File: config.mk
export PLATFORM = sky130hd
export DESIGN_NAME = two_axis_stepper_line_mover_flat
export DESIGN_NICKNAME = d
export VERILOG_FILES = /design/src/hdl/stm_pkg.sv /design/src/hdl/stm_move_if.sv /design/src/hdl/stm_res_if.sv /design/src/hdl/stm_cfg_if.sv /design/src/hdl/two_axis_stepper_line_mover.sv /design/src/hdl/stm_dp.sv /design/src/hdl/stm_ctrl.sv /design/src/flat_wrapper.sv
export VERILOG_INCLUDE_DIRS = /design/src /design/src/hdl
export SDC_FILE = /design/constraint.sdc
export NUM_CORES = 2
export LEC_CHECK = 0
export ABC_AREA = 1
export CELL_PAD_IN_SITES_DETAIL_PLACEMENT = 1
export CELL_PAD_IN_SITES_GLOBAL_PLACEMENT = 2
export CORE_AREA = 4 4 414 416
export DETAILED_ROUTE_END_ITERATION = 7
export DIE_AREA = 0 0 418 420
export DONT_BUFFER_PORTS = 1
export PLACE_DENSITY = 0.95
export REMOVE_ABC_BUFFERS = 1
export SLEW_MARGIN = 0
export SYNTH_ARGS = -nofsm -noshare
export SYNTH_HDL_FRONTEND = slang
export SYNTH_SLANG_ARGS = --single-unit
export TNS_END_PERCENT = 5
File: constraint.sdc
create_clock -name i_clk -period 14.8 [get_ports i_clk]
set_input_delay 0.74 -clock i_clk [delete_from_list [all_inputs] [get_ports i_clk]]
set_output_delay 0.74 -clock i_clk [all_outputs]
set_load 0.02 [all_outputs]
File: src/hdl/two_axis_stepper_line_mover_assert.svh
// shared assertion macros
`ifndef TWO_AXIS_STEPPER_LINE_MOVER_ASSERT_SVH
`define TWO_AXIS_STEPPER_LINE_MOVER_ASSERT_SVH

// same-cycle implication
`define STM_ASSERT_NOW(lbl, clk, rst_n, ante, cons) \
    lbl: assert property (@(posedge clk) disable iff (!(rst_n)) (ante) |-> (cons)) \
        else $error("stm assertion failed");

// next-cycle implication
`define STM_ASSERT_NEXT(lbl, clk, rst_n, ante, cons) \
    lbl: assert property (@(posedge clk) disable iff (!(rst_n)) (ante) |=> (cons)) \
        else $error("stm assertion failed");

`endif

File: src/hdl/stm_pkg.sv
package stm_pkg;

    localparam logic OP_TICK = 1'b0;
    localparam logic OP_MOVE = 1'b1;

    localparam int          PERIOD_SCALE_W = 10;
    localparam logic [9:0]  PERIOD_SCALE   = 10'd1000;
    localparam int          MIN_PERIOD_W   = 16;
    localparam logic [15:0] MIN_PERIOD_RST = 16'd1000;

    localparam logic [3:0] UP_TABLE   [4] = '{4'hA, 4'h6, 4'h5, 4'h9};
    localparam logic [3:0] DOWN_TABLE [4] = '{4'h5, 4'h9, 4'hA, 4'h6};

    typedef enum logic [3:0] {
        DP_NONE, DP_LOAD, DP_ZERO, DP_SQ, DP_SUM, DP_ROOT, DP_DINIT, DP_DIV,
        DP_DSTORE, DP_FIX, DP_NOSCALE, DP_MINIT, DP_MUL, DP_MSTORE, DP_FINISH, DP_TICK
    } t_dp_op;

    typedef enum logic [1:0] {
        PASS_PX, PASS_PY, PASS_CX, PASS_CY
    } t_pass;

    typedef struct packed {
        t_dp_op op;
        t_pass  pass;
        logic   msel_y;
        logic   emit;
        logic   rejected;
    } t_cmd;

    typedef struct packed {
        logic zero_dist;
        logic need_scale;
        logic last;
        logic moving;
    } t_sts;

endpackage

File: src/hdl/stm_move_if.sv
interface stm_move_if;
    logic        valid;
    logic        ready;
    logic        op;
    logic [15:0] target_x;
    logic [15:0] target_y;

    modport source (output valid, op, target_x, target_y, input ready);
    modport sink   (input valid, op, target_x, target_y, output ready);
endinterface

File: src/hdl/stm_res_if.sv
interface stm_res_if;
    logic        valid;
    logic        ready;
    logic [3:0]  x_coils;
    logic [3:0]  y_coils;
    logic [15:0] x_position;
    logic [15:0] y_position;
    logic        busy_res;
    logic        rejected;

    modport source (output valid, x_coils, y_coils, x_position, y_position, busy_res,
                    rejected, input ready);
    modport sink   (input valid, x_coils, y_coils, x_position, y_position, busy_res,
                    rejected, output ready);
endinterface

File: src/hdl/stm_cfg_if.sv
interface stm_cfg_if;
    logic        valid;
    logic        ready;
    logic [15:0] data;

    modport source (output valid, data, input ready);
    modport sink   (input valid, data, output ready);
endinterface

File: src/hdl/two_axis_stepper_line_mover.sv
// tick or rejected move: result beat registered at the accepting edge, one item per cycle
//   while the result side is ready; move: load, square, sum, root, x and y divides, fix,
//   check, then the beat, with two more divides and two shift-add multiplies before it when
//   scaled up to the minimum period; a move to the current spot gives its beat in the cycle
//   after acceptance; no new item is taken while a move is set up
// synchronous active-low reset: positions, goals, periods zero, coils low, idle, min_period 1000
module two_axis_stepper_line_mover #(
    parameter int POS_WIDTH = 16,
    parameter int FRAC_BITS = 16
) (
    input  logic      i_clk,
    input  logic      i_rst_n,
    stm_move_if.sink  i_move,
    stm_res_if.source o_res,
    stm_cfg_if.sink   i_cfg
);
    import stm_pkg::*;

    t_cmd cmd;
    t_sts sts;

    assign i_cfg.ready = 1'b1;

    stm_ctrl u_ctrl (
        .i_clk       (i_clk),
        .i_rst_n     (i_rst_n),
        .i_in_valid  (i_move.valid),
        .i_in_op     (i_move.op),
        .o_in_ready  (i_move.ready),
        .i_out_ready (o_res.ready),
        .o_out_valid (o_res.valid),
        .i_sts       (sts),
        .o_cmd       (cmd)
    );

    stm_dp #(
        .POS_WIDTH (POS_WIDTH),
        .FRAC_BITS (FRAC_BITS)
    ) u_dp (
        .i_clk        (i_clk),
        .i_rst_n      (i_rst_n),
        .i_cmd        (cmd),
        .o_sts        (sts),
        .i_target_x   (i_move.target_x),
        .i_target_y   (i_move.target_y),
        .i_cfg_valid  (i_cfg.valid),
        .i_cfg_data   (i_cfg.data),
        .o_x_coils    (o_res.x_coils),
        .o_y_coils    (o_res.y_coils),
        .o_x_position (o_res.x_position),
        .o_y_position (o_res.y_position),
        .o_busy_res   (o_res.busy_res),
        .o_rejected   (o_res.rejected)
    );
endmodule

File: src/hdl/stm_dp.sv
module stm_dp #(
    parameter int POS_WIDTH = 16,
    parameter int FRAC_BITS = 16
) (
    input  logic              i_clk,
    input  logic              i_rst_n,
    input  stm_pkg::t_cmd     i_cmd,
    output stm_pkg::t_sts     o_sts,
    input  logic [15:0]       i_target_x,
    input  logic [15:0]       i_target_y,
    input  logic              i_cfg_valid,
    input  logic [15:0]       i_cfg_data,
    output logic [3:0]        o_x_coils,
    output logic [3:0]        o_y_coils,
    output logic [15:0]       o_x_position,
    output logic [15:0]       o_y_position,
    output logic              o_busy_res,
    output logic              o_rejected
);
    import stm_pkg::*;

    localparam int PW   = POS_WIDTH;
    localparam int F    = FRAC_BITS;
    localparam int DW   = PW + 1;
    localparam int MW   = 2 * PW + 2;
    localparam int LW   = PW + 1 + F;
    localparam int RRW  = LW + 2;
    localparam int NUMW = PW + PERIOD_SCALE_W;
    localparam int DIVW = NUMW + 2 * F;
    localparam int PXW  = F + PERIOD_SCALE_W;
    localparam int VW   = (LW > PXW) ? LW : PXW;
    localparam int DRW  = VW + 1;
    localparam int MINW = MIN_PERIOD_W + F;
    localparam int NW   = MINW + 1;
    localparam int MACC = F + 32;
    localparam int CW   = $clog2(DIVW + 1);

    logic [15:0]      r_min_period;
    logic [PW-1:0]    r_pos_x, r_pos_y, r_gx, r_gy, n_pos_x, n_pos_y, n_gx, n_gy;
    logic [DW-1:0]    r_ax, r_ay, n_ax, n_ay;
    logic [MW-1:0]    r_sqx, r_sqy, r_mshift, n_sqx, n_sqy, n_mshift;
    logic [NUMW-1:0]  r_numx, r_numy, n_numx, n_numy;
    logic [LW-1:0]    r_root, n_root;
    logic [RRW-1:0]   r_rrem, n_rrem;
    logic [DIVW-1:0]  r_dq, n_dq;
    logic [DRW-1:0]   r_drem, n_drem;
    logic [VW-1:0]    r_dvs, n_dvs;
    logic [PXW-1:0]   r_px, r_py, n_px, n_py;
    logic [NW-1:0]    r_nx, r_ny, n_nx, n_ny, r_mn, n_mn;
    logic [MACC-1:0]  r_mc, r_macc, n_mc, n_macc;
    logic [31:0]      r_per_x, r_per_y, r_el_x, r_el_y;
    logic [31:0]      n_per_x, n_per_y, n_el_x, n_el_y;
    logic [7:0]       r_coil, n_coil;
    logic             r_moving, n_moving;
    logic [CW-1:0]    r_cnt, n_cnt;

    logic signed [DW-1:0] dx, dy;
    logic [RRW-1:0]   rem_t, trial;
    logic [DRW-1:0]   div_t;
    logic [MINW-1:0]  min_fx;
    logic [NW-1:0]    n_big, n_sel;
    logic [31:0]      ex1, ey1;
    logic             step_x, step_y;

    assign min_fx = {r_min_period, {F{1'b0}}};
    assign n_big  = (r_nx > r_ny) ? r_nx : r_ny;
    assign n_sel  = (n_big < NW'(2)) ? NW'(2) : n_big;

    assign o_sts.zero_dist  = (r_ax == '0) && (r_ay == '0);
    assign o_sts.need_scale = (MINW'(r_px) < min_fx) || (MINW'(r_py) < min_fx);
    assign o_sts.last       = (r_cnt == CW'(1));
    assign o_sts.moving     = r_moving;

    always_comb begin
        n_pos_x = r_pos_x;  n_pos_y = r_pos_y;  n_gx = r_gx;  n_gy = r_gy;
        n_ax = r_ax;  n_ay = r_ay;  n_sqx = r_sqx;  n_sqy = r_sqy;
        n_mshift = r_mshift;  n_numx = r_numx;  n_numy = r_numy;
        n_root = r_root;  n_rrem = r_rrem;  n_dq = r_dq;  n_drem = r_drem;
        n_dvs = r_dvs;  n_px = r_px;  n_py = r_py;  n_nx = r_nx;  n_ny = r_ny;
        n_mn = r_mn;  n_mc = r_mc;  n_macc = r_macc;
        n_per_x = r_per_x;  n_per_y = r_per_y;  n_el_x = r_el_x;  n_el_y = r_el_y;
        n_coil = r_coil;  n_moving = r_moving;  n_cnt = r_cnt;

        dx     = '0;
        dy     = '0;
        rem_t  = {r_rrem[RRW-3:0], r_mshift[MW-1:MW-2]};
        trial  = {r_root, 2'b01};
        div_t  = {r_drem[DRW-2:0], r_dq[DIVW-1]};
        ex1    = (r_el_x == '1) ? r_el_x : r_el_x + 32'd1;
        ey1    = (r_el_y == '1) ? r_el_y : r_el_y + 32'd1;
        step_x = (r_pos_x != r_gx) && (ex1 >= r_per_x);
        step_y = (r_pos_y != r_gy) && (ey1 >= r_per_y);

        case (i_cmd.op)
            DP_LOAD: begin
                n_gx = PW'($signed(i_target_x));
                n_gy = PW'($signed(i_target_y));
                dx   = DW'($signed(n_gx)) - DW'($signed(r_pos_x));
                dy   = DW'($signed(n_gy)) - DW'($signed(r_pos_y));
                n_ax = dx[DW-1] ? DW'(-dx) : DW'(dx);
                n_ay = dy[DW-1] ? DW'(-dy) : DW'(dy);
                n_el_x = '0;
                n_el_y = '0;
            end
            DP_ZERO: begin
                n_per_x = '0;
                n_per_y = '0;
            end
            DP_SQ: begin
                n_sqx  = MW'(r_ax) * MW'(r_ax);
                n_sqy  = MW'(r_ay) * MW'(r_ay);
                n_numx = NUMW'(r_ay) * NUMW'(PERIOD_SCALE);
                n_numy = NUMW'(r_ax) * NUMW'(PERIOD_SCALE);
            end
            DP_SUM: begin
                n_mshift = r_sqx + r_sqy;
                n_root   = '0;
                n_rrem   = '0;
                n_cnt    = CW'(LW);
            end
            DP_ROOT: begin
                // one result bit per cycle, two radicand bits shifted in
                n_mshift = {r_mshift[MW-3:0], 2'b00};
                n_cnt    = r_cnt - CW'(1);
                if (rem_t >= trial) begin
                    n_rrem = rem_t - trial;
                    n_root = {r_root[LW-2:0], 1'b1};
                end else begin
                    n_rrem = rem_t;
                    n_root = {r_root[LW-2:0], 1'b0};
                end
            end
            DP_DINIT: begin
                n_drem = '0;
                n_cnt  = CW'(DIVW);
                case (i_cmd.pass)
                    PASS_PX: begin
                        n_dq  = {r_numx, {(2*F){1'b0}}};
                        n_dvs = VW'(r_root);
                    end
                    PASS_PY: begin
                        n_dq  = {r_numy, {(2*F){1'b0}}};
                        n_dvs = VW'(r_root);
                    end
                    PASS_CX: begin
                        n_dq  = DIVW'(min_fx);
                        n_dvs = VW'(r_px);
                    end
                    default: begin
                        n_dq  = DIVW'(min_fx);
                        n_dvs = VW'(r_py);
                    end
                endcase
            end
            DP_DIV: begin
                n_cnt = r_cnt - CW'(1);
                if (div_t >= {1'b0, r_dvs}) begin
                    n_drem = div_t - {1'b0, r_dvs};
                    n_dq   = {r_dq[DIVW-2:0], 1'b1};
                end else begin
                    n_drem = div_t;
                    n_dq   = {r_dq[DIVW-2:0], 1'b0};
                end
            end
            DP_DSTORE: begin
                case (i_cmd.pass)
                    PASS_PX: n_px = PXW'(r_dq);
                    PASS_PY: n_py = PXW'(r_dq);
                    PASS_CX: n_nx = NW'(r_dq) + NW'(r_drem != '0);
                    default: n_ny = NW'(r_dq) + NW'(r_drem != '0);
                endcase
            end
            DP_FIX: begin
                if ((r_px == '0) || (r_py == '0)) begin
                    n_px = r_px + (PXW'(1) << F);
                    n_py = r_py + (PXW'(1) << F);
                end
            end
            DP_NOSCALE: begin
                n_per_x  = 32'(r_px[PXW-1:F]);
                n_per_y  = 32'(r_py[PXW-1:F]);
                n_moving = 1'b1;
            end
            DP_MINIT: begin
                n_mc   = i_cmd.msel_y ? MACC'(r_py) : MACC'(r_px);
                n_mn   = n_sel;
                n_macc = '0;
                n_cnt  = CW'(NW);
            end
            DP_MUL: begin
                // shift-add, low bit of the multiplier first
                n_cnt  = r_cnt - CW'(1);
                n_macc = r_mn[0] ? r_macc + r_mc : r_macc;
                n_mc   = {r_mc[MACC-2:0], 1'b0};
                n_mn   = {1'b0, r_mn[NW-1:1]};
            end
            DP_MSTORE: begin
                if (i_cmd.msel_y) begin
                    n_per_y = r_macc[MACC-1:F];
                end else begin
                    n_per_x = r_macc[MACC-1:F];
                end
            end
            DP_FINISH: begin
                n_moving = 1'b1;
            end
            DP_TICK: begin
                if (r_moving) begin
                    n_el_x = step_x ? '0 : ex1;
                    n_el_y = step_y ? '0 : ey1;
                    if (step_x) begin
                        if ($signed(r_gx) > $signed(r_pos_x)) begin
                            n_coil[7:4] = UP_TABLE[r_pos_x[1:0]];
                            n_pos_x     = r_pos_x + PW'(1);
                        end else begin
                            n_coil[7:4] = DOWN_TABLE[r_pos_x[1:0]];
                            n_pos_x     = r_pos_x - PW'(1);
                        end
                    end
                    if (step_y) begin
                        if ($signed(r_gy) > $signed(r_pos_y)) begin
                            n_coil[3:0] = UP_TABLE[r_pos_y[1:0]];
                            n_pos_y     = r_pos_y + PW'(1);
                        end else begin
                            n_coil[3:0] = DOWN_TABLE[r_pos_y[1:0]];
                            n_pos_y     = r_pos_y - PW'(1);
                        end
                    end
                    if ((n_pos_x == r_gx) && (n_pos_y == r_gy)) begin
                        n_coil   = '0;
                        n_moving = 1'b0;
                    end
                end
            end
            default: begin
            end
        endcase
    end

    always_ff @(posedge i_clk) begin
        if (!i_rst_n) begin
            r_min_period <= MIN_PERIOD_RST;
            r_pos_x  <= '0;  r_pos_y  <= '0;
            r_gx     <= '0;  r_gy     <= '0;
            r_per_x  <= '0;  r_per_y  <= '0;
            r_el_x   <= '0;  r_el_y   <= '0;
            r_coil   <= '0;
            r_moving <= 1'b0;
            r_cnt    <= '0;
        end else begin
            if (i_cfg_valid) begin
                r_min_period <= i_cfg_data;
            end
            r_pos_x  <= n_pos_x;  r_pos_y <= n_pos_y;
            r_gx     <= n_gx;     r_gy    <= n_gy;
            r_per_x  <= n_per_x;  r_per_y <= n_per_y;
            r_el_x   <= n_el_x;   r_el_y  <= n_el_y;
            r_coil   <= n_coil;
            r_moving <= n_moving;
            r_cnt    <= n_cnt;
        end
    end

    always_ff @(posedge i_clk) begin
        r_ax <= n_ax;  r_ay <= n_ay;  r_sqx <= n_sqx;  r_sqy <= n_sqy;
        r_mshift <= n_mshift;  r_numx <= n_numx;  r_numy <= n_numy;
        r_root <= n_root;  r_rrem <= n_rrem;  r_dq <= n_dq;  r_drem <= n_drem;
        r_dvs <= n_dvs;  r_px <= n_px;  r_py <= n_py;  r_nx <= n_nx;  r_ny <= n_ny;
        r_mn <= n_mn;  r_mc <= n_mc;  r_macc <= n_macc;
    end

    // result beat reflects the state after the item
    always_ff @(posedge i_clk) begin
        if (i_cmd.emit) begin
            o_x_coils    <= n_coil[7:4];
            o_y_coils    <= n_coil[3:0];
            o_x_position <= 16'($signed(n_pos_x));
            o_y_position <= 16'($signed(n_pos_y));
            o_busy_res   <= n_moving;
            o_rejected   <= i_cmd.rejected;
        end
    end
endmodule

File: src/hdl/stm_ctrl.sv
`include "two_axis_stepper_line_mover_assert.svh"

module stm_ctrl (
    input  logic          i_clk,
    input  logic          i_rst_n,
    input  logic          i_in_valid,
    input  logic          i_in_op,
    output logic          o_in_ready,
    input  logic          i_out_ready,
    output logic          o_out_valid,
    input  stm_pkg::t_sts i_sts,
    output stm_pkg::t_cmd o_cmd
);
    import stm_pkg::*;

    typedef enum logic [12:0] {
        S_IDLE   = 13'b0000000000001,
        S_LOAD   = 13'b0000000000010,
        S_SUM    = 13'b0000000000100,
        S_ROOT   = 13'b0000000001000,
        S_DINIT  = 13'b0000000010000,
        S_DIV    = 13'b0000000100000,
        S_DSTORE = 13'b0000001000000,
        S_FIX    = 13'b0000010000000,
        S_CHK    = 13'b0000100000000,
        S_MINIT  = 13'b0001000000000,
        S_MUL    = 13'b0010000000000,
        S_MSTORE = 13'b0100000000000,
        S_FINISH = 13'b1000000000000
    } t_state;

    t_state r_state, n_state;
    t_pass  r_pass, n_pass;
    logic   r_msel, n_msel;
    logic   r_out_valid;
    logic   accept;

    assign o_in_ready  = (r_state == S_IDLE) && (!r_out_valid || i_out_ready);
    assign o_out_valid = r_out_valid;
    assign accept      = i_in_valid && o_in_ready;

    always_comb begin
        n_state = r_state;
        n_pass  = r_pass;
        n_msel  = r_msel;
        o_cmd   = '{op: DP_NONE, pass: r_pass, msel_y: r_msel, emit: 1'b0,
                    rejected: 1'b0};
        case (r_state)
            S_IDLE: begin
                if (accept) begin
                    if (i_in_op == OP_TICK) begin
                        o_cmd.op   = DP_TICK;
                        o_cmd.emit = 1'b1;
                    end else if (i_sts.moving) begin
                        o_cmd.emit     = 1'b1;
                        o_cmd.rejected = 1'b1;
                    end else begin
                        o_cmd.op = DP_LOAD;
                        n_state  = S_LOAD;
                    end
                end
            end
            S_LOAD: begin
                if (i_sts.zero_dist) begin
                    o_cmd.op   = DP_ZERO;
                    o_cmd.emit = 1'b1;
                    n_state    = S_IDLE;
                end else begin
                    o_cmd.op = DP_SQ;
                    n_state  = S_SUM;
                end
            end
            S_SUM: begin
                o_cmd.op = DP_SUM;
                n_state  = S_ROOT;
            end
            S_ROOT: begin
                o_cmd.op = DP_ROOT;
                if (i_sts.last) begin
                    n_pass  = PASS_PX;
                    n_state = S_DINIT;
                end
            end
            S_DINIT: begin
                o_cmd.op = DP_DINIT;
                n_state  = S_DIV;
            end
            S_DIV: begin
                o_cmd.op = DP_DIV;
                if (i_sts.last) begin
                    n_state = S_DSTORE;
                end
            end
            S_DSTORE: begin
                o_cmd.op = DP_DSTORE;
                case (r_pass)
                    PASS_PX: begin
                        n_pass  = PASS_PY;
                        n_state = S_DINIT;
                    end
                    PASS_PY: n_state = S_FIX;
                    PASS_CX: begin
                        n_pass  = PASS_CY;
                        n_state = S_DINIT;
                    end
                    default: begin
                        n_msel  = 1'b0;
                        n_state = S_MINIT;
                    end
                endcase
            end
            S_FIX: begin
                o_cmd.op = DP_FIX;
                n_state  = S_CHK;
            end
            S_CHK: begin
                if (i_sts.need_scale) begin
                    n_pass  = PASS_CX;
                    n_state = S_DINIT;
                end else begin
                    o_cmd.op   = DP_NOSCALE;
                    o_cmd.emit = 1'b1;
                    n_state    = S_IDLE;
                end
            end
            S_MINIT: begin
                o_cmd.op = DP_MINIT;
                n_state  = S_MUL;
            end
            S_MUL: begin
                o_cmd.op = DP_MUL;
                if (i_sts.last) begin
                    n_state = S_MSTORE;
                end
            end
            S_MSTORE: begin
                o_cmd.op = DP_MSTORE;
                if (r_msel) begin
                    n_state = S_FINISH;
                end else begin
                    n_msel  = 1'b1;
                    n_state = S_MINIT;
                end
            end
            S_FINISH: begin
                o_cmd.op   = DP_FINISH;
                o_cmd.emit = 1'b1;
                n_state    = S_IDLE;
            end
            default: n_state = S_IDLE;
        endcase
    end

    always_ff @(posedge i_clk) begin
        if (!i_rst_n) begin
            r_state     <= S_IDLE;
            r_pass      <= PASS_PX;
            r_msel      <= 1'b0;
            r_out_valid <= 1'b0;
        end else begin
            r_state <= n_state;
            r_pass  <= n_pass;
            r_msel  <= n_msel;
            if (o_cmd.emit) begin
                r_out_valid <= 1'b1;
            end else if (i_out_ready) begin
                r_out_valid <= 1'b0;
            end
        end
    end

    `STM_ASSERT_NOW(a_emit_slot_free, i_clk, i_rst_n, o_cmd.emit, !r_out_valid || i_out_ready)
    `STM_ASSERT_NOW(a_reject_only_busy, i_clk, i_rst_n, o_cmd.rejected, i_sts.moving)
    `STM_ASSERT_NOW(a_sum_nonzero, i_clk, i_rst_n, r_state == S_SUM, !i_sts.zero_dist)
    `STM_ASSERT_NEXT(a_root_holds, i_clk, i_rst_n, (r_state == S_ROOT) && !i_sts.last,
                     r_state == S_ROOT)
endmodule

File: src/flat_wrapper.sv
// flat-port wrapper written by rule: the top's interface ports become plain ports
module two_axis_stepper_line_mover_flat import stm_pkg::*;
#(
    parameter int POS_WIDTH = 16,
    parameter int FRAC_BITS = 16
)
  (i_clk, i_rst_n, i_move_valid, i_move_op, i_move_target_x, i_move_target_y, i_move_ready, o_res_valid, o_res_x_coils, o_res_y_coils, o_res_x_position, o_res_y_position, o_res_busy_res, o_res_rejected, o_res_ready, i_cfg_valid, i_cfg_data, i_cfg_ready);
  stm_move_if i_move_i ();
  stm_res_if o_res_i ();
  stm_cfg_if i_cfg_i ();
  input  logic i_clk;
  input  logic i_rst_n;
  input wire logic [$bits(i_move_i.valid)-1:0] i_move_valid;
  input wire logic [$bits(i_move_i.op)-1:0] i_move_op;
  input wire logic [$bits(i_move_i.target_x)-1:0] i_move_target_x;
  input wire logic [$bits(i_move_i.target_y)-1:0] i_move_target_y;
  output wire logic [$bits(i_move_i.ready)-1:0] i_move_ready;
  output wire logic [$bits(o_res_i.valid)-1:0] o_res_valid;
  output wire logic [$bits(o_res_i.x_coils)-1:0] o_res_x_coils;
  output wire logic [$bits(o_res_i.y_coils)-1:0] o_res_y_coils;
  output wire logic [$bits(o_res_i.x_position)-1:0] o_res_x_position;
  output wire logic [$bits(o_res_i.y_position)-1:0] o_res_y_position;
  output wire logic [$bits(o_res_i.busy_res)-1:0] o_res_busy_res;
  output wire logic [$bits(o_res_i.rejected)-1:0] o_res_rejected;
  input wire logic [$bits(o_res_i.ready)-1:0] o_res_ready;
  input wire logic [$bits(i_cfg_i.valid)-1:0] i_cfg_valid;
  input wire logic [$bits(i_cfg_i.data)-1:0] i_cfg_data;
  output wire logic [$bits(i_cfg_i.ready)-1:0] i_cfg_ready;
  assign i_move_i.valid = i_move_valid;
  assign i_move_i.op = i_move_op;
  assign i_move_i.target_x = i_move_target_x;
  assign i_move_i.target_y = i_move_target_y;
  assign i_move_ready = i_move_i.ready;
  assign o_res_valid = o_res_i.valid;
  assign o_res_x_coils = o_res_i.x_coils;
  assign o_res_y_coils = o_res_i.y_coils;
  assign o_res_x_position = o_res_i.x_position;
  assign o_res_y_position = o_res_i.y_position;
  assign o_res_busy_res = o_res_i.busy_res;
  assign o_res_rejected = o_res_i.rejected;
  assign o_res_i.ready = o_res_ready;
  assign i_cfg_i.valid = i_cfg_valid;
  assign i_cfg_i.data = i_cfg_data;
  assign i_cfg_ready = i_cfg_i.ready;
  two_axis_stepper_line_mover #(.POS_WIDTH(POS_WIDTH), .FRAC_BITS(FRAC_BITS)) u_core (.i_clk(i_clk), .i_rst_n(i_rst_n), .i_move(i_move_i), .o_res(o_res_i), .i_cfg(i_cfg_i));
endmodule
After elaboration in Yosys (flattened, before gate mapping)
Cells that the tools add are included.
{ "classes": {"n_addsub": 18, "n_mul": 4, "magnitude_cmp": 12, "eq_ne": 53, "muxes": 105, "bitwise": 3, "reduce_logical": 44} }
{ "ops": {"columns": ["cell", "count"], "rows": [
  ["33-bit one-hot mux with 2 select lines", 4],
  ["32-bit two-way mux", 8],
  ["58-bit one-hot mux with 2 select lines", 2],
  ["16-bit two-way mux", 14],
  ["32-bit one-hot mux with 3 select lines", 2],
  ["48-bit one-hot mux with 2 select lines", 2],
  ["13-bit one-hot mux with 12 select lines", 1],
  ["34-bit one-hot mux with 2 select lines", 2],
  ["26-bit two-way mux", 5],
  ["32-bit one-hot mux with 2 select lines", 2],
  ["26-bit one-hot mux with 2 select lines", 2],
  ["33-bit two-way mux", 3],
  ["13-bit two-way mux", 7],
  ["17-bit by 17-bit multiplier with 34-bit output", 2],
  ["32-bit by 1-bit adder with 32-bit output, second input constant", 2],
  ["32-bit == test, second input constant", 2],
  ["32-bit >= comparator", 2],
  ["26-bit by 32-bit < comparator with 1-bit output", 2],
  ["4-bit two-way mux", 15],
  ["26-bit by 17-bit adder with 26-bit output, second input constant", 2],
  ["26-bit zero test", 2],
  ["4-bit one-hot mux with 13 select lines", 1],
  ["48-bit adder", 1],
  ["48-bit two-way mux", 1],
  ["70 further kinds", 153]
]} }
{ "word_totals": {"ff_bits": 902, "inputBits": 54, "output_inout_bits": 45, "word_cells": 282} }

Longest topological paths before layout
{ "logic_depth": {"ltp_word": 13, "depth_mapped": 39, "depth_no_buf": 38} }

Cells and area by module
A second synthesis with hierarchy kept.
{ "hier_totals": {"cells_unflattened": 8741, "hier_area_um2": 74307.5} }
{ "by_module_without_submodules": {"columns": ["mod", "n_inst", "cells_per_inst", "area_per_inst_um2", "seq_area_each_um2"], "rows": [
  ["stm_dp", 1, 8550, 73040.1, 24223.2],
  ["stm_ctrl", 1, 189, 1256.2, 340.3],
  ["two_axis_stepper_line_mover", 1, 2, 11.3, 0.0]
]} }

Least setup slack after synthesis
OpenSTA, ideal clock, no wires.
{ "synth_path": {"path_kind": "reg2reg", "start": "register u_core.u_dp.r_ax[12]", "end": "register u_core.u_dp.r_numx[10], enable pin", "setup_time_ns": 0.581, "arrival_time_ns": 6.187, "required_ns": 14.219, "path_slack_ns": 8.031, "stages_incl_launch_ff": 10, "n_path_buf": 2, "synth_period_minus_slack_ns": 6.769, "path_cell_list": "edfxtp_1 > clkbuf_1 > clkbuf_1 > inv_1 > ha_1 > inv_1 > nor4_1 > nand3_1 > nor4_1 > nor2_1"} }
{ "synth_via": {"elab_chain_len": 5} }
{ "synth_rtl": {"columns": ["element", "line", "text"], "rows": [
  ["start, declared", "stm_dp.sv:40", "logic [DW-1:0] r_ax, r_ay, n_ax, n_ay;"],
  ["start signal, assigned", "stm_dp.sv:265", "r_ax <= n_ax; r_ay <= n_ay; r_sqx <= n_sqx; r_sqy <= n_sqy;"],
  ["17-bit zero test", "stm_dp.sv:69", "assign o_sts.zero_dist = (r_ax == '0) && (r_ay == '0);"],
  ["1-bit logical AND", "stm_dp.sv:69", null],
  ["1-bit two-way mux", "stm_ctrl.sv:64", "if (i_sts.zero_dist) begin"],
  ["4-bit one-hot mux with 13 select lines", "stm_ctrl.sv:48", "case (r_state)"],
  ["4-bit by 2-bit == test with 1-bit output", "stm_dp.sv:94", "case (i_cmd.op)"],
  ["end signal, assigned", "stm_dp.sv:266", "r_mshift <= n_mshift; r_numx <= n_numx; r_numy <= n_numy;"],
  ["end, declared", "stm_dp.sv:42", "logic [NUMW-1:0] r_numx, r_numy, n_numx, n_numy;"]
]} }
Every way passes these cells.
A chain may end at the register's enable or synchronous reset.

Final worst setup path
{ "layout_path": {"start": "register u_core.u_dp.r_ax[7]", "end": "register u_core.u_dp.r_sqx[32] (data pin)"} }
{ "layout_via": {"elab_chain_len": 1} }
{ "layout_rtl": {"columns": ["element", "line", "text"], "rows": [
  ["17-bit by 17-bit multiplier with 34-bit output", "stm_dp.sv:110", "n_sqx = MW'(r_ax) * MW'(r_ax);"],
  ["end signal, assigned", "stm_dp.sv:265", null],
  ["end, declared", "stm_dp.sv:41", "logic [MW-1:0] r_sqx, r_sqy, r_mshift, n_sqx, n_sqy, n_mshift;"]
]} }
Every way passes these cells.

==> flow_metrics.py <==
metrics = {
    "status": {
        "outcome": "completed",
    },
    "route": {
        "vias": 60510,
        "vias_per_cell": 5.495,
        "drc": 0,
        "final_antenna_net_count": 0,
        "drt-pass1-iter-count": 6,
        "drt_iter0_markers": 3644,
        "wl_per_cell_um": 20.89,
        "wl_mm": 230.1,
    },
    "setup_path": {
        "required_ps": 15250,
        "slowest_stage": "edfxtp_1",
        "start_kind": "flip-flop",
        "critPathMaxStageDelay_ps": 1200,
        "r2r-start": "u_core.u_dp.r_ax[7]$_DFFE_PP_",
        "crit_type": "flip-flop to flip-flop",
        "crit_arrival_ps": 7470,
        "path_common_cell": "fa_1",
        "path_cells": "nand2_1 -> fa_1 -> fa_1 -> inv_1 -> ha_1 -> fa_1 -> inv_1 -> fa_1 -> fa_1 -> inv_1 -> ha_1 -> a21oi_1 -> a21boi_0 -> o21ai_1 -> nand3_1 -> nand2_1 -> nand2_1 -> nand2_1 -> a21boi_1 -> o21bai_1 -> a21boi_1 -> o21ai_1 -> xor2_1",
        "end_kind": "flip-flop",
        "crit_start": "u_core.u_dp.r_ax[7]$_DFFE_PP_",
        "critPathMaxFanout": 22,
    },
    "floorplanning": {
        "core-area_sq_mm": 0.1672,
        "start_util": 0.4480,
        "die_y_um": 420,
        "io_pins": 99,
        "die_w_um": 418,
        "rows": 150,
        "die_area_sq_mm": 0.1756,
    },
    "clock_tree": {
        "clkLatencyLatePin_ps": 790,
        "clock-root-buffer": "clkbuf_16",
        "cts_max_level": 3,
        "cts_setup_buffers": 0,
        "cts_buffers": 104,
        "clock_path_buffers": 3,
        "tritoncts": "built",
        "path_clk_slew_ps": 70,
        "cts.sinks": 898,
    },
    "cells_and_area": {
        "layout_commonest_cell": "inv_1",
        "syn_to_final_growth_pct": 8.103,
        "drive_gt1_frac": 0.04257,
        "nNetsFinal": 9999,
        "diodes": 0,
        "final_cell_mix": "inv_1, nand2_1, ha_1, nor2_1, edfxtp_1",
        "fillers": 19820,
    },
    "yosys": {
        "seq_area_frac_synth": 0.3279,
        "ys_warn_count": 0,
        "ys.flop_type": "edfxtp_1",
        "syn_area_sq_mm": 0.07492,
        "postSynthAreaPerCell_sq_um": 8.534,
        "synth_seq_cells": 898,
        "synthTopCellsByArea": "edfxtp_1, fa_1, ha_1, inv_1, nand2_1",
        "syn_inst": 8779,
        "synth_top_area_share": 0.2637,
        "synth_edf_count": 658,
        "yosysUniqueCellTypes": 66,
        "ys_async_sr_fraction": 0,
        "synth_area_leader_cell": "edfxtp_1",
    },
    "timing": {
        "maxSlewHeadroom": 0.1276,
        "setup-tns-final_ps": 0,
        "hold_viol": 0,
        "final_max_slew_viol_count": 0,
        "layout_min_cycle_time_ps": 7020,
        "clock_skew_ps": 109.4,
        "worst_pin_slew_ps": 1309,
        "hold-worst-slack_ps": 66.84,
        "rsz0062_at_grt": "no",
        "finalCritPeriodShare": 0.4743,
        "setup_viol_count_final": 0,
        "timing.fmax_mhz": 142.5,
    },
    "global_routing": {
        "grt_util_all_layers": 0.2611,
        "grt_first_pass_wirelength_mm": 365.7,
        "grt_max_degree": 86,
        "gr-total-overflow": 0,
        "grt_pass1_vias": 65860,
        "antenna_found_initial": 6,
    },
    "place": {
        "place_hpwl_mm": 175.7,
        "routabilityCongestion": 0.8987,
        "io_buffers": 0,
    },
    "worst_hold_path": {
        "holdCritStartpoint": "i_cfg_valid",
        "worst_hold_path_type": "input port to flip-flop",
    },
    "job": {
        "drv_cap": 0,
    },
}
[final timing paths]
| check | end | slack, ps | cells after the start |
|---|---|---|---|
| worst max-delay path | u_core.u_dp.r_sqx[32]$_DFFE_PN_ | 7780 | 23 |
| worst min register to register | u_core.u_dp.r_per_y[29]$_SDFFE_PN0P_ | 460 | 2 |
| worst min-delay path | u_core.u_dp.r_min_period[9]$_SDFFE_PN1P_ | 70 | 1 |
| worst max register to register | u_core.u_dp.r_sqx[32]$_DFFE_PN_ | 7780 | 23 |
[worst max-delay path: cells and delay by family, from the launching register on]
family,cells,cell delay (ps)
compound gates,7,1630
xor+xnor,1,170
fa+ha+maj,7,2970
buf+inv,3,140
flops,1,1200
simple gates,5,620
[metal layers]
layer | vias up | GRT usage | part of all wire
li1 | 28500 | - | -
met1 | 30480 | 0.3385 | 0.44
met2 | 1186 | 0.4580 | 0.49
met3 | 337 | 0.02892 | 0.041
met4 | 10 | 0.08071 | 0.030
met5 | - | 0 | 0.00029
[flip-flops by register name (all words and copies together), names as in the netlist, 33 cells and up]
register	count
u_core.u_dp.r_ny	33
u_core.u_dp.r_mc	48
u_core.u_dp.r_dvs	33
u_core.u_dp.r_drem	34
u_core.u_dp.r_root	33
u_core.u_dp.r_sqx	33
u_core.u_dp.r_mn	33
u_core.u_dp.r_dq	58
u_core.u_dp.r_sqy	33
u_core.u_dp.r_mshift	34
u_core.u_dp.r_nx	33
u_core.u_dp.r_rrem	33
u_core.u_dp.r_macc	48
[cells in the mapped netlist, types with 25 or more instances]
cell type  number
a211oi_1       39
a21oi_1       635
a31oi_1        86
buf_2          31
clkbuf_1      168
dfxtp_1       240
edfxtp_1      658
fa_1          511
ha_1          714
inv_1        1589
nand2_1      1549
nand3_1       387
nand3b_1       42
nand4_1        76
nor2_1        690
nor3_1         85
nor4_1         54
o211ai_1       25
o21a_1         38
o21ai_0       443
o21bai_1       27
or2_2          26
xnor2_1       125
xor2_1        261
[cells by family (layout without fill, tap and decap cells)]
family	Yosys count	after routing	share of synthesized area
and+or+nand+nor	2974	2974	0.1690
buffers and inverters	1856	1885	0.09489
AOI/OAI and AO/OA	1438	1438	0.1071
adders and majority gates	1225	1225	0.2558
DFF	898	898	0.3279
xor gates and xnor gates	386	386	0.04512
other	1	1	0.00005005
muxes	1	1	0.0001336
[final cells by class]
type                    instances  area (sq um)  area share
multi-input cells            6025         43360      0.5353
inverters                    1624          6113     0.07548
clock inverters                68         855.8     0.01057
flip-flops and latches        898         24560      0.3033
clock buffers                 126          2840     0.03507
well taps                    2204          2758     0.03405
repair buffers                 67         505.5    0.006241
[repair_timing]
item	CTS	global route
endpoints found under the hold margin	1	0
resized for setup	0	0
hold buffers	1	0
[metrics by stage]
step	utilization	cells	instance area (sq um)	worst slack (ps)
after global placement	0.4622	10820	77290	8101
final	0.4843	11010	80990	7780
after global routing	0.4843	11010	80990	7286
after CTS	0.4843	11010	80990	7861
after detailed placement	0.4622	10820	77290	7865
after floorplan	-	8547	73920	7516
Power is left out: the tool's default activity adds up to more than one toggle a clock period on the data nets, which glitch-free logic cannot reach.
